===== config.mk =====
export PLATFORM = sky130hd
export DESIGN_NAME = cb_prefix_bit_shift_unit_core
export DESIGN_NICKNAME = d
export VERILOG_FILES = /design/src/rtl/cbsu_pkg.sv /design/src/rtl/cb_prefix_bit_shift_unit_core.sv /design/src/rtl/cbsu_alu.sv /design/src/rtl/cbsu_state.sv
export SDC_FILE = /design/constraint.sdc
export NUM_CORES = 1
export LEC_CHECK = 0
export ABC_AREA = 1
export BUFFER_PORTS_ARGS = -buffer_cell sky130_fd_sc_hd__clkbuf_2
export CORE_MARGIN = 10
export CORE_UTILIZATION = 50
export CTS_CLUSTER_SIZE = 40
export DETAILED_ROUTE_END_ITERATION = 10
export PLACE_DENSITY = 0.73
export SLEW_MARGIN = 5
export SYNTH_ARGS = -nofsm -noshare
export SYNTH_HDL_FRONTEND = slang
export SYNTH_HIERARCHICAL = 1
export SYNTH_SLANG_ARGS = --single-unit

===== constraint.sdc =====
create_clock -name clk -period 6.25 [get_ports clk]
set_input_delay 0.9375 -clock clk [delete_from_list [all_inputs] [get_ports clk]]
set_output_delay 0.9375 -clock clk [all_outputs]
set_load 0.05 [all_outputs]

===== src/rtl/cbsu_pkg.sv =====
// cbsu_pkg: types and opcode constants for the CB-prefix bit/shift unit.
// No dependencies; imported by every module of the unit.
`default_nettype none
package cbsu_pkg;

  localparam int unsigned NUM_SLOTS = 7;

  // Request kinds
  localparam logic REQ_EXEC = 1'b0;
  localparam logic REQ_LOAD = 1'b1;

  // Operand / load codes
  localparam logic [2:0] CODE_MEM   = 3'd6;  // operand byte at HL
  localparam logic [2:0] LOAD_FLAGS = 3'd6;  // load targets the flag nibble
  localparam logic [2:0] CODE_A     = 3'd7;
  localparam logic [2:0] SLOT_A     = 3'd6;
  localparam logic [2:0] SLOT_H     = 3'd4;
  localparam logic [2:0] SLOT_L     = 3'd5;

  // Opcode bits 7..6 group
  localparam logic [1:0] GRP_SHIFT = 2'b00;
  localparam logic [1:0] GRP_BIT   = 2'b01;
  localparam logic [1:0] GRP_RES   = 2'b10;
  localparam logic [1:0] GRP_SET   = 2'b11;

  // Shift/rotate kinds, opcode bits 5..3 within GRP_SHIFT
  localparam logic [2:0] SH_RLC  = 3'd0;
  localparam logic [2:0] SH_RRC  = 3'd1;
  localparam logic [2:0] SH_RL   = 3'd2;
  localparam logic [2:0] SH_RR   = 3'd3;
  localparam logic [2:0] SH_SLA  = 3'd4;
  localparam logic [2:0] SH_SRA  = 3'd5;
  localparam logic [2:0] SH_SWAP = 3'd6;
  localparam logic [2:0] SH_SRL  = 3'd7;

  typedef logic [NUM_SLOTS-1:0][7:0] regs_t;

  // Flag nibble: Z N H C
  typedef struct packed {
    logic z;
    logic n;
    logic h;
    logic c;
  } flags_t;

  // State update issued when a request retires
  typedef struct packed {
    logic       reg_en;
    logic [2:0] reg_slot;
    logic [7:0] reg_val;
    logic       flag_en;
    flags_t     flag_val;
  } state_wr_t;

  function automatic logic [2:0] slot_of(input logic [2:0] code);
    return (code == CODE_A) ? SLOT_A : code;
  endfunction

endpackage : cbsu_pkg
`default_nettype wire


===== src/rtl/cb_prefix_bit_shift_unit_core.sv =====
// cb_prefix_bit_shift_unit_core: top level of the CB-prefix bit/shift unit.
// Depends on cbsu_pkg, cbsu_alu and cbsu_state.
`default_nettype none
// Executes one CB-prefixed opcode (or one register/flag load) per request on an
// internal B,C,D,E,H,L,A register file and Z/N/H/C flags. Every request gives
// exactly one result. A request is captured in an input register, worked on by
// the ALU in the next cycle and retired into the result register, at which
// point the register file and flags are updated; a request can therefore be
// taken every cycle while out_stall is low. out_valid rises when the request is
// retired from the input register into the result register.
// Throughput is one request per cycle, limited only by out_stall.
// Operand code 6 uses mem_read_data and always raises mem_write (BIT included,
// writing back the unchanged byte). mem_address reports HL as it stood before
// the request was executed.
module cb_prefix_bit_shift_unit_core (
  input  wire logic        clk,
  input  wire logic        rst,
  // request channel
  input  wire logic        in_valid,
  output logic             in_stall,
  input  wire logic        req_type,
  input  wire logic [7:0]  opcode,
  input  wire logic [7:0]  mem_read_data,
  input  wire logic [2:0]  load_index,
  input  wire logic [7:0]  load_value,
  // result channel
  output logic             out_valid,
  input  wire logic        out_stall,
  output logic [7:0]       result_value,
  output logic [3:0]       flags_out,
  output logic             mem_write,
  output logic [15:0]      mem_address,
  output logic [7:0]       mem_write_data
);
  import cbsu_pkg::*;

  // ---- input register ----
  logic       s1_valid;
  logic       s1_req_type;
  logic [7:0] s1_opcode;
  logic [7:0] s1_mem;
  logic [2:0] s1_lidx;
  logic [7:0] s1_lval;

  // Retire when the result register is free or being drained this cycle.
  logic advance;
  logic in_take;

  assign advance  = s1_valid && (!out_valid || !out_stall);
  assign in_stall = s1_valid && !advance;
  assign in_take  = in_valid && !in_stall;

  always_ff @(posedge clk) begin
    if (rst) begin
      s1_valid <= 1'b0;
    end else if (in_take) begin
      s1_valid <= 1'b1;
    end else if (advance) begin
      s1_valid <= 1'b0;
    end
  end

  // payload needs no reset
  always_ff @(posedge clk) begin
    if (in_take) begin
      s1_req_type <= req_type;
      s1_opcode   <= opcode;
      s1_mem      <= mem_read_data;
      s1_lidx     <= load_index;
      s1_lval     <= load_value;
    end
  end

  // ---- architectural state ----
  regs_t     regs;
  flags_t    flags;
  state_wr_t wr;

  cbsu_state u_state (
    .clk   (clk),
    .rst   (rst),
    .wr    (wr),
    .regs  (regs),
    .flags (flags)
  );

  // ---- execute ----
  logic [2:0] code;
  logic       is_mem;
  logic [7:0] operand;
  logic [7:0] alu_result;
  flags_t     alu_flags;

  assign code    = s1_opcode[2:0];
  assign is_mem  = (code == CODE_MEM);
  assign operand = is_mem ? s1_mem : regs[slot_of(code)];

  cbsu_alu u_alu (
    .op       (s1_opcode[7:3]),
    .operand  (operand),
    .flags_in (flags),
    .result   (alu_result),
    .flags    (alu_flags)
  );

  logic [7:0]  result_next;
  flags_t      flags_next;
  logic        mem_write_next;
  logic [15:0] mem_address_next;

  assign mem_address_next = {regs[SLOT_H], regs[SLOT_L]};

  always_comb begin
    wr             = '0;
    result_next    = alu_result;
    flags_next     = alu_flags;
    mem_write_next = 1'b0;
    if (s1_req_type == REQ_LOAD) begin
      if (s1_lidx == LOAD_FLAGS) begin
        flags_next  = flags_t'(s1_lval[7:4]);
        result_next = {s1_lval[7:4], 4'h0};
        wr.flag_en  = advance;
      end else begin
        flags_next  = flags;
        result_next = s1_lval;
        wr.reg_en   = advance;
      end
      wr.reg_slot = slot_of(s1_lidx);
      wr.reg_val  = s1_lval;
    end else begin
      wr.flag_en     = advance;
      wr.reg_en      = advance && !is_mem;
      wr.reg_slot    = slot_of(code);
      wr.reg_val     = alu_result;
      mem_write_next = is_mem;
    end
    wr.flag_val = flags_next;
  end

  // ---- result register ----
  always_ff @(posedge clk) begin
    if (rst) begin
      out_valid <= 1'b0;
    end else if (advance) begin
      out_valid <= 1'b1;
    end else if (!out_stall) begin
      out_valid <= 1'b0;
    end
  end

  always_ff @(posedge clk) begin
    if (advance) begin
      result_value   <= result_next;
      flags_out      <= flags_next;
      mem_write      <= mem_write_next;
      mem_address    <= mem_address_next;
      mem_write_data <= mem_write_next ? result_next : 8'h00;
    end
  end

endmodule : cb_prefix_bit_shift_unit_core
`default_nettype wire


===== src/rtl/cbsu_alu.sv =====
// cbsu_alu: combinational CB-opcode datapath (rotates, shifts, SWAP, BIT/RES/SET).
// Depends on cbsu_pkg.
`default_nettype none
module cbsu_alu (
  input  wire logic [4:0]      op,
  input  wire logic [7:0]      operand,
  input  wire cbsu_pkg::flags_t flags_in,
  output logic [7:0]           result,
  output cbsu_pkg::flags_t     flags
);
  import cbsu_pkg::*;

  logic [2:0] n;
  logic       cin;
  logic       cout;
  logic [7:0] sh;
  logic [7:0] mask;

  assign n    = op[2:0];
  assign cin  = flags_in.c;
  assign mask = 8'd1 << n;

  always_comb begin
    cout = operand[0];
    unique case (n)
      SH_RLC:  begin sh = {operand[6:0], operand[7]}; cout = operand[7]; end
      SH_RRC:  sh = {operand[0], operand[7:1]};
      SH_RL:   begin sh = {operand[6:0], cin}; cout = operand[7]; end
      SH_RR:   sh = {cin, operand[7:1]};
      SH_SLA:  begin sh = {operand[6:0], 1'b0}; cout = operand[7]; end
      SH_SRA:  sh = {operand[7], operand[7:1]};
      SH_SWAP: begin sh = {operand[3:0], operand[7:4]}; cout = 1'b0; end
      SH_SRL:  sh = {1'b0, operand[7:1]};
      default: sh = operand;
    endcase
  end

  always_comb begin
    result = operand;
    flags  = flags_in;
    unique case (op[4:3])
      GRP_SHIFT: begin
        result = sh;
        flags  = '{z: (sh == 8'd0), n: 1'b0, h: 1'b0, c: cout};
      end
      GRP_BIT: flags = '{z: ~operand[n], n: 1'b0, h: 1'b1, c: cin};
      GRP_RES: result = operand & ~mask;
      GRP_SET: result = operand | mask;
      default: result = operand;
    endcase
  end

endmodule : cbsu_alu
`default_nettype wire


===== src/rtl/cbsu_state.sv =====
// cbsu_state: register file B,C,D,E,H,L,A and the Z/N/H/C flag nibble.
// Depends on cbsu_pkg.
`default_nettype none
module cbsu_state (
  input  wire logic                clk,
  input  wire logic                rst,
  input  wire cbsu_pkg::state_wr_t wr,
  output cbsu_pkg::regs_t          regs,
  output cbsu_pkg::flags_t         flags
);
  import cbsu_pkg::*;

  always_ff @(posedge clk) begin
    if (rst) begin
      regs  <= '0;
      flags <= '0;
    end else begin
      if (wr.reg_en) regs[wr.reg_slot] <= wr.reg_val;
      if (wr.flag_en) flags <= wr.flag_val;
    end
  end

endmodule : cbsu_state
`default_nettype wire

; ---- Word level (Yosys, flattened, before mapping)
; Index checks and enable logic that the tools add are counted.
[classes]
n_lt_le_gt_ge = 4
eq_ne = 15
shift = 1
n_mux = 26
n_bitwise = 4
reduce_logical = 16
[op_table]
columns = cell, n
row1 = $pmux W8 S8, 1
row2 = $bwmux W56, 1
row3 = $mux W8, 4
row4 = $bmux W8 S3, 1
row5 = $demux W8 S3, 1
row6 = $eq A3 B3 Y1 const B, 8
row7 = $pmux W8 S3, 1
row8 = $mux W13, 1
row9 = $lt A3 B4 Y1 const B, 3
row10 = $mux W4, 3
row11 = $and A8 B8 Y8, 1
row12 = $logic_not A8 Y1, 1
row13 = $mux W1, 8
row14 = $not A8 Y8, 1
row15 = $or A8 B8 Y8, 1
row16 = $pmux W4 S2, 1
row17 = $shl A1 B3 Y8 const A, 1
row18 = $eq A3 B2 Y1 const B, 2
row19 = $mux W3, 2
row20 = $logic_and A1 B1 Y1, 5
row21 = $logic_not A1 Y1, 5
row22 = $eq A2 B2 Y1 const B, 2
row23 = $bmux W1 S3, 1
row24 = $eq A3 B1 Y1 const B, 1
row25 = 10 further kinds, 10
[word_totals]
regBits = 127
output_inout_bits = 39
word_cells = 89

; ---- Longest topological paths before layout
; Gate-level depths: netlist of the first run.
[depth]
ltp_word = 13
mapped_depth = 22

; ---- Cells and area by module
; Netlist of the first run, hierarchy kept.
[by_module_without_submodules]
columns = mod, n_inst, cells_per_inst, area_per_inst_um2, seq_area_each_um2
row1 = cb_prefix_bit_shift_unit_core, 1, 329, 3213.1, 1991.9
row2 = cbsu_state, 1, 343, 2438.6, 1201.2
row3 = cbsu_alu, 1, 130, 679.4, 0.0

; ---- Worst setup path before layout of the first run
; OpenSTA, ideal clock, no wires.
[synth_timing]
kind = input to register
startpoint = input out_stall
endpoint = register u_state/regs[29] (netlist bit)
arrival_time_ns = 3.920
path_slack_ns = 2.217
cell_stages = 11
n_path_buf = 1
path_cell_list = nand2_1 -> inv_1 -> nor2_1 -> inv_1 -> nor3_1 -> nand2_2 -> inv_2 -> buf_2 -> nand3_1 -> nand2_1 -> nor2_1
[synth_rtl]
columns = element, line
row1 = "start, declared", cb_prefix_bit_shift_unit_core.sv:28  ; input wire logic out_stall,
row2 = "end signal, assigned by index", cbsu_state.sv:18  ; if (wr.reg_en) regs[wr.reg_slot] <= wr.reg_val;
row3 = "end, declared", cbsu_state.sv:8  ; output cbsu_pkg::regs_t regs,

; ---- Worst setup path after layout of the first run
[layout_timing]
startpoint = register s1_opcode[1]
endpoint = register u_state/regs[4] (netlist bit)
[layout_via]
elab_chain_cells = 9
elab_cells_between_ends = 19
classes_between = order compare: 2 / eq/ne: 2 / mux: 10 / bitwise: 2 / reduce/logical: 3
[layout_lines]
columns = element, line
row1 = "start, declared", cb_prefix_bit_shift_unit_core.sv:40  ; logic [7:0] s1_opcode;
row2 = "start signal, assigned", cb_prefix_bit_shift_unit_core.sv:67  ; s1_opcode <= opcode;
row3 = $eq A3 B3 Y1, cbsu_pkg.sv:56  ; return (code == CODE_A) ? SLOT_A : code;
row4 = $mux W3, cbsu_pkg.sv:56
row5 = $bmux W8 S3, cb_prefix_bit_shift_unit_core.sv:96  ; assign operand = is_mem ? s1_mem : regs[slot_of(code)];
row6 = $mux W8 (implied by the code), cb_prefix_bit_shift_unit_core.sv:96
row7 = $mux W8 (*), cb_prefix_bit_shift_unit_core.sv:96
row8 = net operand[0], cb_prefix_bit_shift_unit_core.sv:90  ; logic [7:0] operand;
row9 = $pmux W8 S8 (*), cbsu_alu.sv:25  ; unique case (n)
row10 = $pmux W8 S3 (*), cbsu_alu.sv:41  ; unique case (op[4:3])
row11 = net alu_result[4], cb_prefix_bit_shift_unit_core.sv:91  ; logic [7:0] alu_result;
row12 = $mux W13 (*), cb_prefix_bit_shift_unit_core.sv:118  ; if (s1_req_type == REQ_LOAD) begin
row13 = $bwmux W56 (*), cbsu_state.sv:18
; Mark *: on every way through the listed nets, which the timed path passes. The rest lies on a longest branch. The select of a mux whose other input is x is not followed.
; A chain may end at the register's enable or synchronous reset.

==> flow_summary_export.csv, run 1 <==
group,metric,value,unit
setup_path,cp.required,6.61,ns
detailed_routing,vias,5395,
status,status,"finished clean",
yosys,synth_top_cell_area_share,30.83,%
pwr,p_leak,3.150,nW
clocking,clkSlewWorstSetupHoldPaths,0.06,ns
detailed_routing,wl_per_cell,15.24,µm
final_layout,drive_gt1_share,16.72,%
yosys,synthTopCellsByArea,"edfxtp_1 31%, dfxtp_1 20%, nand2_1 10%",
yosys,syn_inst,802,
sta,setup_viol,0,
global_route,grt_start_max_net_pins,61,
pwr,switching_power,0.6229,mW
sta,tns,0,ns
floorplanning,rows,41,
place,dp_hpwl,10710,µm
setup_path,crit_family,"simple AND/OR/NAND/NOR gates",
detailed_routing,via_per_inst,5.163,
clocking,cts_resized,0,
clocking,cts_hold_buffers,0,
sta,grt_setup_unrepaired,"no",
setup_path,end_kind,"flop",
setup_path,worst_r2r_path_depth,17,
pwr,pwr-share-seq,41.9,%
final_layout,synthToLayoutAreaGrowth,15.36,%
setup_path,slowest_delay,0.38,ns
global_route,antenna_found_initial,0,
detailed_routing,firstDrtPassIters,5,
sta,worstMarginPinSlew,1.112,ns
pwr,cellPowerDensity,306.1,mW/mm²
setup_path,r2r-start,"s1_opcode[1]",
yosys,synth_compound_area_share,6.166,%
sta,finalMaxSlewViolations,0,
sta,relSlewSlack,25.78,%
yosys,syn-num-nets,834,
final_layout,antenna_cells,0,
global_route,grt_pass1_wl,25920,µm
setup_path,critPathBufInv,4,
clocking,cts.sinks,127,
sta,hold_viol,0,
pwr,max-vdd-ir-drop,0.1839,mV
clocking,cts-root-buf,"clkbuf_16",
setup_path,cp_slowest_cell,"o21ai_0",
floorplanning,initial_core_util,50.58,%
yosys,avgSynthCellArea,7.894,µm²
clocking,htree_levels,4,
yosys,synth-seq-area-share,50.43,%
yosys,synth_top_cell_by_area,"edfxtp_1",
setup_path,reg2reg_to,"u_state/regs[4]",
final_layout,layout_common_cells,"173 x nand2_1, 162 x nor2_1, 108 x nand3_1",
clocking,cts_buffers,17,
detailed_routing,routed_wl,15930,µm
yosys,synthAdderAreaFrac,0,%
place,io_buffers,70,
setup_path,cp.arrival,3.65,ns
clocking,cts_setup_buffers,0,
global_route,groute.usage.overall,18.30,%
min_path,hp-start,"u_state/regs[40]",
floorplanning,io_pins,71,
yosys,synth-simple-area-share,34.53,%
setup_path,ff2ff_setup_slack,2.96,ns
setup_path,cp_cell_sequence,"buf_4, nand2_8, nand3b_1, nand2_1, a21oi_1, nand2_1, nand2_1, inv_1, nor2_1, nor2_2, o221ai_1, inv_1, o21ai_0, inv_1, nand3_1, nand2_1, nor2_1",
min_path,hold-path-endpoint,"mem_address[0]",
global_route,grt_overflow,0,
sta,fmax,304.2,MHz
clocking,insertion_delay,0.43,ns
final_layout,nNetsFinal,892,
sta,clock_skew,0.008200,ns
sta,period_minus_slack,3.287,ns
yosys,synth_xor_area_share,0,%
setup_path,path_max_fanout,27,
sta,fin_hold_ws,0.4528,ns
setup_path,worstSetupPathType,"flop to flop",
pwr,p_clk_share,44.5,%
floorplanning,coreArea,0.01252,mm²
detailed_routing,ant_nets,0,
pwr,combPwrFrac,13.6,%
clocking,ctsLongestPathBuffers,2,
run,drv_cap,0,
sta,finalCritPeriodShare,52.59,%
min_path,min_path_type,"flop to flop",
setup_path,crit_path_start_kind,"flop",
setup_path,crit_cells,17,
floorplanning,die-height,132.5,µm
yosys,syn_area,0.006331,mm²
global_route,grt_pass1_vias,4950,
pwr,internal_power,1.613,mW
yosys,synth_top_family_by_area,"simple AND/OR/NAND/NOR gates",
setup_path,crit_top_cell,"nand2_1",
floorplanning,die_x,132.5,µm
place,gp_congestion,0.9326,
yosys,synth.area.mux_share,0,%
detailed_routing,first_iter_violations,590,
pwr,p_sw_share,27.86,%
floorplanning,die_area,0.01756,mm²
detailed_routing,drc,0,
yosys,postSynthRegisterBits,127,
yosys,yosysUniqueCellTypes,32,
yosys,yosysWarnings,6,
clocking,cts_tree,"built",
final_layout,final_common_cell,"nand2_1",
min_path,hold_path_depth,0,
## power groups by stage
stage	combinational, mW	sequential (mW)	clock (mW)
detailed placement	0.300	0.954	0
global route	0.334	0.941	1.04
global placement	0.299	0.954	0
floorplan	0.195	0.983	0
CTS	0.302	0.937	1.01
finish	0.304	0.937	0.994
## stage by stage
stage	power (mW)	setup WS, ns	util (%)	area (µm²)	instances
after floorplan	1.178	2.217	-	6331	802
after global placement	1.253	2.776	53.55	6703	1013
after detailed placement	1.255	2.690	53.55	6703	1013
after CTS	2.245	2.988	58.35	7303	1045
after global routing	2.318	2.711	58.35	7303	1045
final	2.236	2.963	58.35	7303	1045
## per-layer routing
metal  share of wire [%]  wire [µm]  GRT usage (%)
met1                  44       7034          23.36
met2                  47       7446          28.95
met5                   0          0              0
met3                 7.5       1191          4.996
met4                 1.6        259          6.907
## worst max-delay path by stage
stage,startpoint,to,slack [ns]
4_1_cts,s1_opcode[1],u_state/regs[4],2.99
2_1_floorplan,out_stall,u_state/regs[29],2.22
6_report,s1_opcode[1],u_state/regs[4],2.96
3_3_place_gp,out_stall,u_state/regs[13],2.78
5_1_grt,s1_opcode[1],u_state/regs[36],2.71
3_5_place_dp,out_stall,u_state/regs[43],2.69
## cell type report
| class | count | area [µm²] |
|---|---|---|
| Inverter | 88 | 330.3 |
| Tap cell | 172 | 215.2 |
| Clock inverter | 12 | 133.9 |
| Multi-Input combinational cell | 552 | 2584 |
| Timing Repair Buffer | 74 | 380.4 |
| Fill cell | 1175 | 5214 |
| Sequential cell | 127 | 3193 |
| Clock buffer | 20 | 466.7 |
## synth_stat cells, drive strengths merged
library cell / count
a21oi: 20
a22oi: 1
buf: 32
clkbuf: 3
clkinv: 1
dfxtp: 62
edfxtp: 65
inv: 87
nand2: 183
nand3: 110
nand3b: 9
nand4: 3
nor2: 179
nor3: 2
o2111ai: 1
o211ai: 10
o21ai: 24
o221ai: 5
o22ai: 5
## registers in the layout (all words and copies together) (netlist names)
signal,count
flags_out,4
mem_address,16
mem_write,1
mem_write_data,8
out_valid,1
result_value,8
s1_lidx,3
s1_lval,8
s1_mem,8
s1_opcode,8
s1_req_type,1
s1_valid,1
u_state/flags,4
u_state/regs,56
## kinds of logic (layout without fill, tap and decap cells)
family,count (synthesis),after routing
and+or+nand+nor,486,486
DFF,127,127
buffers and inverters,123,194
AOI/OAI and AO/OA,66,66
Note: power is estimated with default switching activity, not from simulation.
==> run 2: changes to the inputs <==
- PLACE_DENSITY: 0.73 -> 0.76
- clock period: 6.25 -> 3 ns (I/O delays scaled with it)
==> run 2 against run 1 <==
Against the previous run:
- sequential power rose by 110%
- final area rose by 3.6%
- largest power group unchanged
- final cell count rose by 2.6%
- wire length rose by 9.3%
- clock skew rose by 0.00050 ns
- highest routed layer unchanged
- critical path type unchanged
==> flow_summary_export.csv, run 2 (synthesis results as in run 1) <==
group,metric,value,unit
status,status,"finished clean",
min_path,hold-path-endpoint,"s1_opcode[0]",
floorplanning,die_x,132.5,µm
setup_path,slowest_delay,0.58,ns
setup_path,reg2reg_to,"u_state/regs[20]",
global_route,grt_overflow,0,
sta,hold_viol,0,
place,dp_hpwl,11920,µm
sta,fin_hold_ws,0.2011,ns
sta,period_minus_slack,2.900,ns
global_route,antenna_found_initial,0,
final_layout,final_common_cell,"nand2_1",
clocking,insertion_delay,0.42,ns
setup_path,cp_slowest_cell,"edfxtp_1",
setup_path,ff2ff_setup_slack,0.10,ns
pwr,p_clk_share,42.7,%
min_path,hp-start,"opcode[0]",
run,drv_cap,0,
place,gp_congestion,0.9682,
clocking,clkSlewWorstSetupHoldPaths,0.05,ns
place,place_ws,0.008737,ns
global_route,grt_use_met1,24.62,%
sta,clock_skew,0.008705,ns
pwr,cellPowerDensity,612.5,mW/mm²
setup_path,cp_cell_sequence,"buf_6, nor2_1, nand2_1, a21oi_2, nand2_1, nand2_1, inv_1, nor2_1, nor2_2, o221ai_1, inv_1, o21ai_0, buf_4, inv_1, buf_4, nand3_1, nand2_1, nor2_1",
min_path,min_path_type,"primary input to flop",
detailed_routing,via_per_inst,5.322,
detailed_routing,vias,5705,
global_route,use_met2,30.14,%
final_layout,reg_top3,"u_state/regs (56), mem_address (16)",
detailed_routing,firstDrtPassIters,6,
final_layout,antenna_cells,0,
setup_path,crit_path_start_kind,"flop",
detailed_routing,wl_per_cell,16.24,µm
sta,grt_setup_unrepaired,"yes",
detailed_routing,first_iter_violations,837,
clocking,ctsLongestPathBuffers,2,
global_route,met3_usage,6.056,%
setup_path,worst_r2r_path_depth,18,
floorplanning,die-height,132.5,µm
setup_path,r2r-start,"s1_opcode[1]",
setup_path,path_max_fanout,7,
clocking,cts.sinks,127,
setup_path,cp.arrival,3.26,ns
final_layout,finalInstanceArea,0.007564,mm²
sta,fin_ws,0.1003,ns
sta,finalCritPeriodShare,96.66,%
sta,relSlewSlack,45.13,%
place,io_buffers,70,
pwr,max-vdd-ir-drop,0.3839,mV
final_layout,layout_common_cells,"172 x nand2_1, 160 x nor2_1, 108 x nand3_1",
sta,fmax,344.9,MHz
detailed_routing,routed_wl,17410,µm
pwr,p_sw_share,27.21,%
detailed_routing,ant_nets,0,
final_layout,largest-register,"u_state/regs",
final_layout,drive_gt1_share,20.67,%
sta,tns,0,ns
min_path,hold_path_depth,1,
setup_path,cp.required,3.36,ns
final_layout,largest_reg_flops,56,
floorplanning,rows,41,
final_layout,layout.cells.non_filler,1072,
floorplanning,io_pins,71,
setup_path,crit_top_cell,"nand2_1",
global_route,grt_start_max_net_pins,43,
global_route,busiest_layer,"met2",
pwr,pwr-share-seq,42.1,%
pwr,p_leak,3.287,nW
floorplanning,coreArea,0.01252,mm²
place,placed_area,0.006843,mm²
floorplanning,initial_core_util,50.58,%
detailed_routing,drc,0,
pwr,internal_power,3.372,mW
global_route,groute.usage.overall,19.60,%
sta,finalMaxSlewViolations,0,
final_layout,nNetsFinal,919,
clocking,htree_levels,4,
floorplanning,die_area,0.01756,mm²
place,dpl.cell_count,1030,
sta,worstMarginPinSlew,0.8144,ns
sta,setup_viol,0,
final_layout,synthToLayoutAreaGrowth,19.47,%
global_route,grt_pass1_wl,27820,µm
clocking,cts-root-buf,"clkbuf_16",
setup_path,worstSetupPathType,"flop to flop",
pwr,combPwrFrac,15.2,%
global_route,grt_pass1_vias,5368,
clocking,cts_buffers,17,
pwr,switching_power,1.261,mW
clocking,cts_hold_buffers,0,
setup_path,end_kind,"flop",
clocking,cts_tree,"built",
==> run 2: cell types whose count changed in the layout (fill, tap and decap cells not counted), moves of 3 or more <==
cell | before | now
a21oi_1 | 20 | 17
buf_4 | 4 | 25
clkbuf_1 | 0 | 4
clkinv_4 | 3 | 0
inv_1 | 77 | 69
inv_2 | 10 | 17
o21ai_0 | 19 | 16
==> run 2: area by class of cell <==
type,count,area (µm²)
fill,1117,4954
sequential,127,3193
multi-input combinational,553,2635
timing repair buffer,100,605.6
clock buffer,28,559.3
inverter,88,334.1
tap,172,215.2
clock inverter,4,21.27
==> run 2: critical path, delay by kind of cell, from the launching register on <==
family / cells / cell delay, ns
and+or+nand+nor: 9 / 0.81
AOI/OAI and AO/OA: 3 / 0.74
DFF: 1 / 0.58
buffers and inverters: 6 / 0.71
==> run 2: worst max-delay path by stage <==
stage / startpoint / end / slack, ns
6_report: s1_opcode[1] / u_state/regs[20] / 0.10
5_1_grt: s1_opcode[1] / u_state/regs[9] / -0.07
4_1_cts: s1_opcode[1] / u_state/regs[39] / 0.004
3_5_place_dp: s1_opcode[1] / u_state/regs[39] / 0.009
3_3_place_gp: s1_opcode[1] / u_state/regs[39] / 0.04
2_1_floorplan: out_valid / u_state/regs[29] / 0.02
==> run 2: metrics by stage <==
stage | total power, mW | utilization (%)
floorplan | 2.454 | -
global placement | 2.644 | 54.67
detailed placement | 2.644 | 54.67
CTS | 4.606 | 59.31
global route | 4.814 | 60.43
finish | 4.632 | 60.43
==> run 2: metal layers <==
layer | up-vias | wire [µm] | part of all wire [%]
met5 | - | 0 | 0
met4 | 0 | 462 | 2.7
met3 | 39 | 1624 | 9.3
met2 | 275 | 7877 | 45
met1 | 2619 | 7448 | 43
li1 | 2772 | - | -
==> run 2: what timing repair did <==
action	4_1_cts	5_1_grt
buffers inserted	0	8
setup endpoints to repair	0	47
gates resized for setup	0	23
==> run 2: power groups by stage <==
stage,clock network (mW),registers [mW],logic [mW]
after floorplan,0,2.05,0.406
after global placement,0,1.99,0.659
after detailed placement,0,1.99,0.658
after CTS,1.99,1.95,0.661
after global routing,2.09,1.96,0.767
final,1.98,1.95,0.704
